<file path="src/nearest_neighbor_plane_scaler_top_macros.svh">
// Assertion macros shared by the plane scaler RTL.
`ifndef NEAREST_NEIGHBOR_PLANE_SCALER_TOP_MACROS_SVH
`define NEAREST_NEIGHBOR_PLANE_SCALER_TOP_MACROS_SVH

`ifndef ASSERT_OFF

// Check a property on every clock edge outside reset.
`define NNPS_ASSERT(lbl, clk, rst, prop, msg) \
  lbl: assert property (@(posedge clk) disable iff (rst) prop) else $error(msg);

// Check that a condition in one cycle is followed by another in the next.
`define NNPS_ASSERT_NEXT(lbl, clk, rst, cond, conseq, msg) \
  lbl: assert property (@(posedge clk) disable iff (rst) (cond) |=> (conseq)) else $error(msg);

`else

`define NNPS_ASSERT(lbl, clk, rst, prop, msg)
`define NNPS_ASSERT_NEXT(lbl, clk, rst, cond, conseq, msg)

`endif

`endif

</file>
<file path="src/nnps_div.sv">
// Restoring divider, one quotient bit per cycle.
module nnps_div #(
  parameter int W = 11
) (
  input  logic         clk,
  input  logic         rst,
  input  logic         start,
  input  logic [W-1:0] num,
  input  logic [W-1:0] den,
  output logic         done,
  output logic [W-1:0] quot,
  output logic [W-1:0] rem
);

  localparam int CNT_W = $clog2(W + 1);

  logic [W-1:0]     q;
  logic [W-1:0]     r;
  logic [W-1:0]     d;
  logic [CNT_W-1:0] cnt;
  logic             busy;
  logic             done_r;
  logic [W:0]       r_sh;
  logic             fits;

  assign r_sh = {r, q[W-1]};
  assign fits = r_sh >= {1'b0, d};

  always_ff @(posedge clk) begin
    if (rst) begin
      busy   <= 1'b0;
      done_r <= 1'b0;
      cnt    <= '0;
    end else begin
      done_r <= 1'b0;
      if (start) begin
        busy <= 1'b1;
        cnt  <= CNT_W'(W);
      end else if (busy) begin
        cnt <= cnt - CNT_W'(1);
        if (cnt == CNT_W'(1)) begin
          busy   <= 1'b0;
          done_r <= 1'b1;
        end
      end
    end
  end

  always_ff @(posedge clk) begin
    if (start) begin
      q <= num;
      r <= '0;
      d <= den;
    end else if (busy) begin
      if (fits) begin
        r <= W'(r_sh - {1'b0, d});
        q <= {q[W-2:0], 1'b1};
      end else begin
        r <= r_sh[W-1:0];
        q <= {q[W-2:0], 1'b0};
      end
    end
  end

  assign done = done_r;
  assign quot = q;
  assign rem  = r;

endmodule

</file>
<file path="config.mk">
export PLATFORM = sky130hd
export DESIGN_NAME = nnps_div
export DESIGN_NICKNAME = d
export VERILOG_FILES = /design/src/nearest_neighbor_plane_scaler_top_macros.svh /design/src/nnps_div.sv
export SDC_FILE = /design/constraint.sdc
export NUM_CORES = 1
export LEC_CHECK = 0
export ABC_AREA = 1
export BUFFER_PORTS_ARGS = -buffer_cell sky130_fd_sc_hd__buf_2
export CAP_MARGIN = 0
export CELL_PAD_IN_SITES_DETAIL_PLACEMENT = 0
export CELL_PAD_IN_SITES_GLOBAL_PLACEMENT = 1
export CORE_MARGIN = 2
export CORE_UTILIZATION = 43
export CTS_BUF_LIST = sky130_fd_sc_hd__clkbuf_16
export DETAILED_ROUTE_END_ITERATION = 8
export GPL_TIMING_DRIVEN = 0
export PLACE_DENSITY = 0.93
export SLEW_MARGIN = 0
export SYNTH_ARGS = -nofsm -noshare
export SYNTH_HDL_FRONTEND = slang
export SYNTH_SLANG_ARGS = --single-unit
</file>
<file path="constraint.sdc">
create_clock -name clk -period 5.4 [get_ports clk]
set_input_delay 0 -clock clk [delete_from_list [all_inputs] [get_ports clk]]
set_output_delay 0 -clock clk [all_outputs]
set_load 0.02 [all_outputs]
</file>
==> impl_metrics.tcl <==
set metrics [dict create \
    power.ir.vdd_worst_mv 0.169 \
    placement.cell_area_mm2 0.00273 \
    grt_max_degree 14 \
    global_route_wire_length_before_repair_um 9360 \
    synth_seq_cells 39 \
    cts_post_setup_buffers_inserted 0 \
    root_buffer "clkbuf_16" \
    numClockSinks 39 \
    n_antenna_cell 0 \
    share_seq_of_total_power_pct 42.8 \
    holdBufCountCts 21 \
    setup_tns_ps 0 \
    end_kind "flip-flop" \
    worstPathRequired_ps 5580 \
    tritoncts_clock_tree "done" \
    period_needed_ps 2050 \
    buffer_ports.inserted 47 \
    mostFrequentLayoutCell "nand2_1" \
    synthesis.instances 307 \
    drt-pass1-iter-count 4 \
    gr-usage-all-layers_pct 19.1 \
    report.final.slew_viol_count 0 \
    synthToLayoutAreaGrowth_pct 29.3 \
    die_h_um 78.8 \
    via_count 2175 \
    gp_congestion 0.871 \
    floorplan.initialDensity_pct 44.0 \
    design_area_mm2 0.00311 \
    clkPwrFrac_pct 41.3 \
    highest_delay_cell_along_the_critical_path "fa_1" \
    synth.cell_area_mm2 0.00241 \
    clk_pin_slew_ps 60 \
    power.static_leakage_nw 1.61 \
    power.share.combinational_pct 15.8 \
    dp_hpwl_um 3900 \
    finClkSkew_ps 2.66 \
    route.detailed.wl_per_inst_um 11.9 \
    ctsLongestPathBuffers 2 \
    fmax_mhz 488 \
    synth.distinct_cells 33 \
    overall_power_w 0.000809 \
    detailedRoute.firstIterationViolations 78 \
    die-area_mm2 0.00621 \
    synth_seq_area_share_pct 41.6 \
    switching_share_pct 25.1 \
    worst_hold_slack_ps -0.00733 \
    worstSetupPathDepth 12 \
    critical_path.startpoint "quot[10]$_DFFE_PP_" \
    startpoint_type "flip-flop" \
    core-area_mm2 0.00547 \
    worst_margin_pin_slew_ps 449 \
    detail_route.wirelength_um 5390 \
    critical_path.cell_chain "inv_1 > ha_1 > fa_1 > inv_1 > nand3_1 > nand3_2 > nand2_2 > nand4_4 > buf_12 > nand3_2 > nand3_1 > nand2_1" \
    critical-path-top-delay-family "adder cells" \
    intPower_w 0.000606 \
    fraction_of_final_layout_cells_with_drive_strength_greater_than_1_pct 23.2 \
    critical_path_arrival_ps 2220 \
    mean_instance_size_in_the_synthesized_netlist_um2 7.84 \
    critical_path.reg2reg.startpoint "quot[10]$_DFFE_PP_" \
    grt_setup_unrepaired "no" \
    relSlewSlack_pct 70.1 \
    violated_checks "negative hold slack" \
    reg2reg_setup_slack_ps 3350 \
    route.detailed.vias_per_inst 4.78 \
    crit_fanout 10 \
    nets 421 \
    switching_power_w 0.000203 \
    r2r_cells 12 \
    std_cell_rows 27 \
    total_gr_overflow 0 \
    final_cell_mix "99 x nand2_1, 52 x inv_1, 49 x buf_2" \
    r2r-end "rem[9]$_SDFFE_PP0P_" \
    hold_path.class "primary input to flip-flop" \
    cts.repair.resized 0 \
    report.final.setup_viol 0 \
    worst_setup_path_endpoint "rem[9]$_SDFFE_PP0P_" \
    clk_latency_ps 280 \
    tritoncts_buffers 5 \
    worstPathBufferInverterCount 3 \
    number_of_global_route_vias_before_repair 2190 \
    synth_fp_nets 346 \
    hold_viol_final 1 \
    final.period_utilization_pct 37.9 \
    cts.htree.levels 2 \
    cp_slowest_stage_delay_ps 410 \
    die_x_um 78.8 \
    crit_type "flip-flop to flip-flop" \
    outcome "finished with violations" \
    initial_antenna_violation_count 0 \
    yosysWarnings 0 \
    drc_errors 0 \
    power_density_mw_per_mm2 260 \
    maximum_capacitance_violations 0 \
    top_level_ports 48 \
    ant_nets 0 \
]
==> kinds of logic (layout without fill, tap and decap cells) <==
logic type | count (synthesis) | in the layout | share of synthesized area [%]
flops | 39 | 39 | 41.6
buf+inv | 63 | 139 | 11.7
fa+ha+maj | 14 | 14 | 7.59
xor+xnor | 3 | 3 | 1.09
compound gates | 12 | 12 | 3.07
simple gates | 176 | 176 | 35.0
==> cell usage after synthesis <==
cell / number / area (um^2)
a21oi_2: 1 / 8.76
a31oi_1: 1 / 6.26
buf_4: 1 / 7.51
nand3_2: 7 / 70.1
and2_4: 1 / 8.76
o21ai_0: 2 / 10.0
nor2_1: 12 / 45.0
inv_1: 52 / 195
edfxtp_1: 22 / 661
xor2_1: 1 / 8.76
nand4_1: 14 / 87.6
nor2_2: 2 / 12.5
nand2_1: 99 / 372
nand2_2: 13 / 81.3
a221oi_1: 1 / 8.76
dfxtp_1: 17 / 340
buf_12: 1 / 20.0
clkbuf_1: 2 / 7.51
nor4_1: 1 / 6.26
xnor2_1: 2 / 17.5
inv_2: 2 / 7.51
nor2_4: 1 / 11.3
a21oi_1: 5 / 25.0
nand4_4: 1 / 21.3
fa_1: 1 / 20.0
ha_1: 13 / 163
buf_6: 1 / 11.3
dlygate4sd1_1: 1 / 8.76
or2_0: 1 / 6.26
clkbuf_8: 1 / 13.8
nand3_1: 24 / 120
o211ai_1: 2 / 15.0
buf_2: 2 / 10.0
==> through the flow <==
stage               setup slack, ps  utilization (%)  std cells  hold slack, ps
floorplan                      3460                -        307            69.1
finish                         3350             56.9        455        -0.00733
CTS                            3330             56.9        455           0.278
global placement               3360             49.9        426             176
detailed placement             3350             49.9        426             178
global route                   3220             56.9        455            6.61
==> power groups by stage <==
stage | Combinational [W] | Clock (W) | Sequential, W
after detailed placement | 0.000117 | 0 | 0.000352
final | 0.000128 | 0.000334 | 0.000346
after global placement | 0.000115 | 0 | 0.000352
after floorplan | 0.0000689 | 0 | 0.000363
after global routing | 0.000144 | 0.000354 | 0.000348
after CTS | 0.000129 | 0.000343 | 0.000346
==> cell type report <==
cell class / count / area (um^2)
well taps: 72 / 90.1
plain buffers: 9 / 78.8
repair buffers: 68 / 445
multi-input cells: 205 / 1120
flip-flops and latches: 39 / 1000
clock buffers: 5 / 125
clock inverters: 3 / 43.8
fillers: 517 / 2360
inverters: 54 / 203
==> worst min path at each step <==
stage           start                  end  slack [ps]  depth (start not counted)
6_report       num[6]    quot[6]$_DFFE_PP_      -0.007                          3
5_1_grt        num[6]    quot[6]$_DFFE_PP_           7                          3
4_1_cts        num[6]    quot[6]$_DFFE_PP_         0.3                          3
3_5_place_dp   den[8]       d[8]$_DFFE_PP_         180                          1
3_3_place_gp   den[9]       d[9]$_DFFE_PP_         180                          1
2_1_floorplan     rst  cnt[3]$_SDFFE_PP0P_          70                          1
==> metal layers <==
metal / track usage [%] / routed length, um / vias to the layer above / share of wire [%]
met5: 0 / 0 / - / 0
met4: 6.21 / 73 / 0 / 1.4
met3: 3.64 / 292 / 8 / 5.4
met2: 34.7 / 2610 / 53 / 48
met1: 22.6 / 2420 / 982 / 45
li1: - / - / 1132 / -
==> state kept, by name, indices dropped and copies added (netlist names) <==
name	flops
quot	11
d	11
done	1
rem	11
cnt	4
busy	1
==> worst reg2reg max path: stages (launching register included) <==
cell and delay, ps:
edfxtp_1 370, inv_1 70, ha_1 230, fa_1 410, inv_1 90, nand3_1 90
nand3_2 130, nand2_2 100, nand4_4 100, buf_12 160, nand3_2 80, nand3_1 80
nand2_1 50
Note: power is estimated with default switching activity, not from simulation.
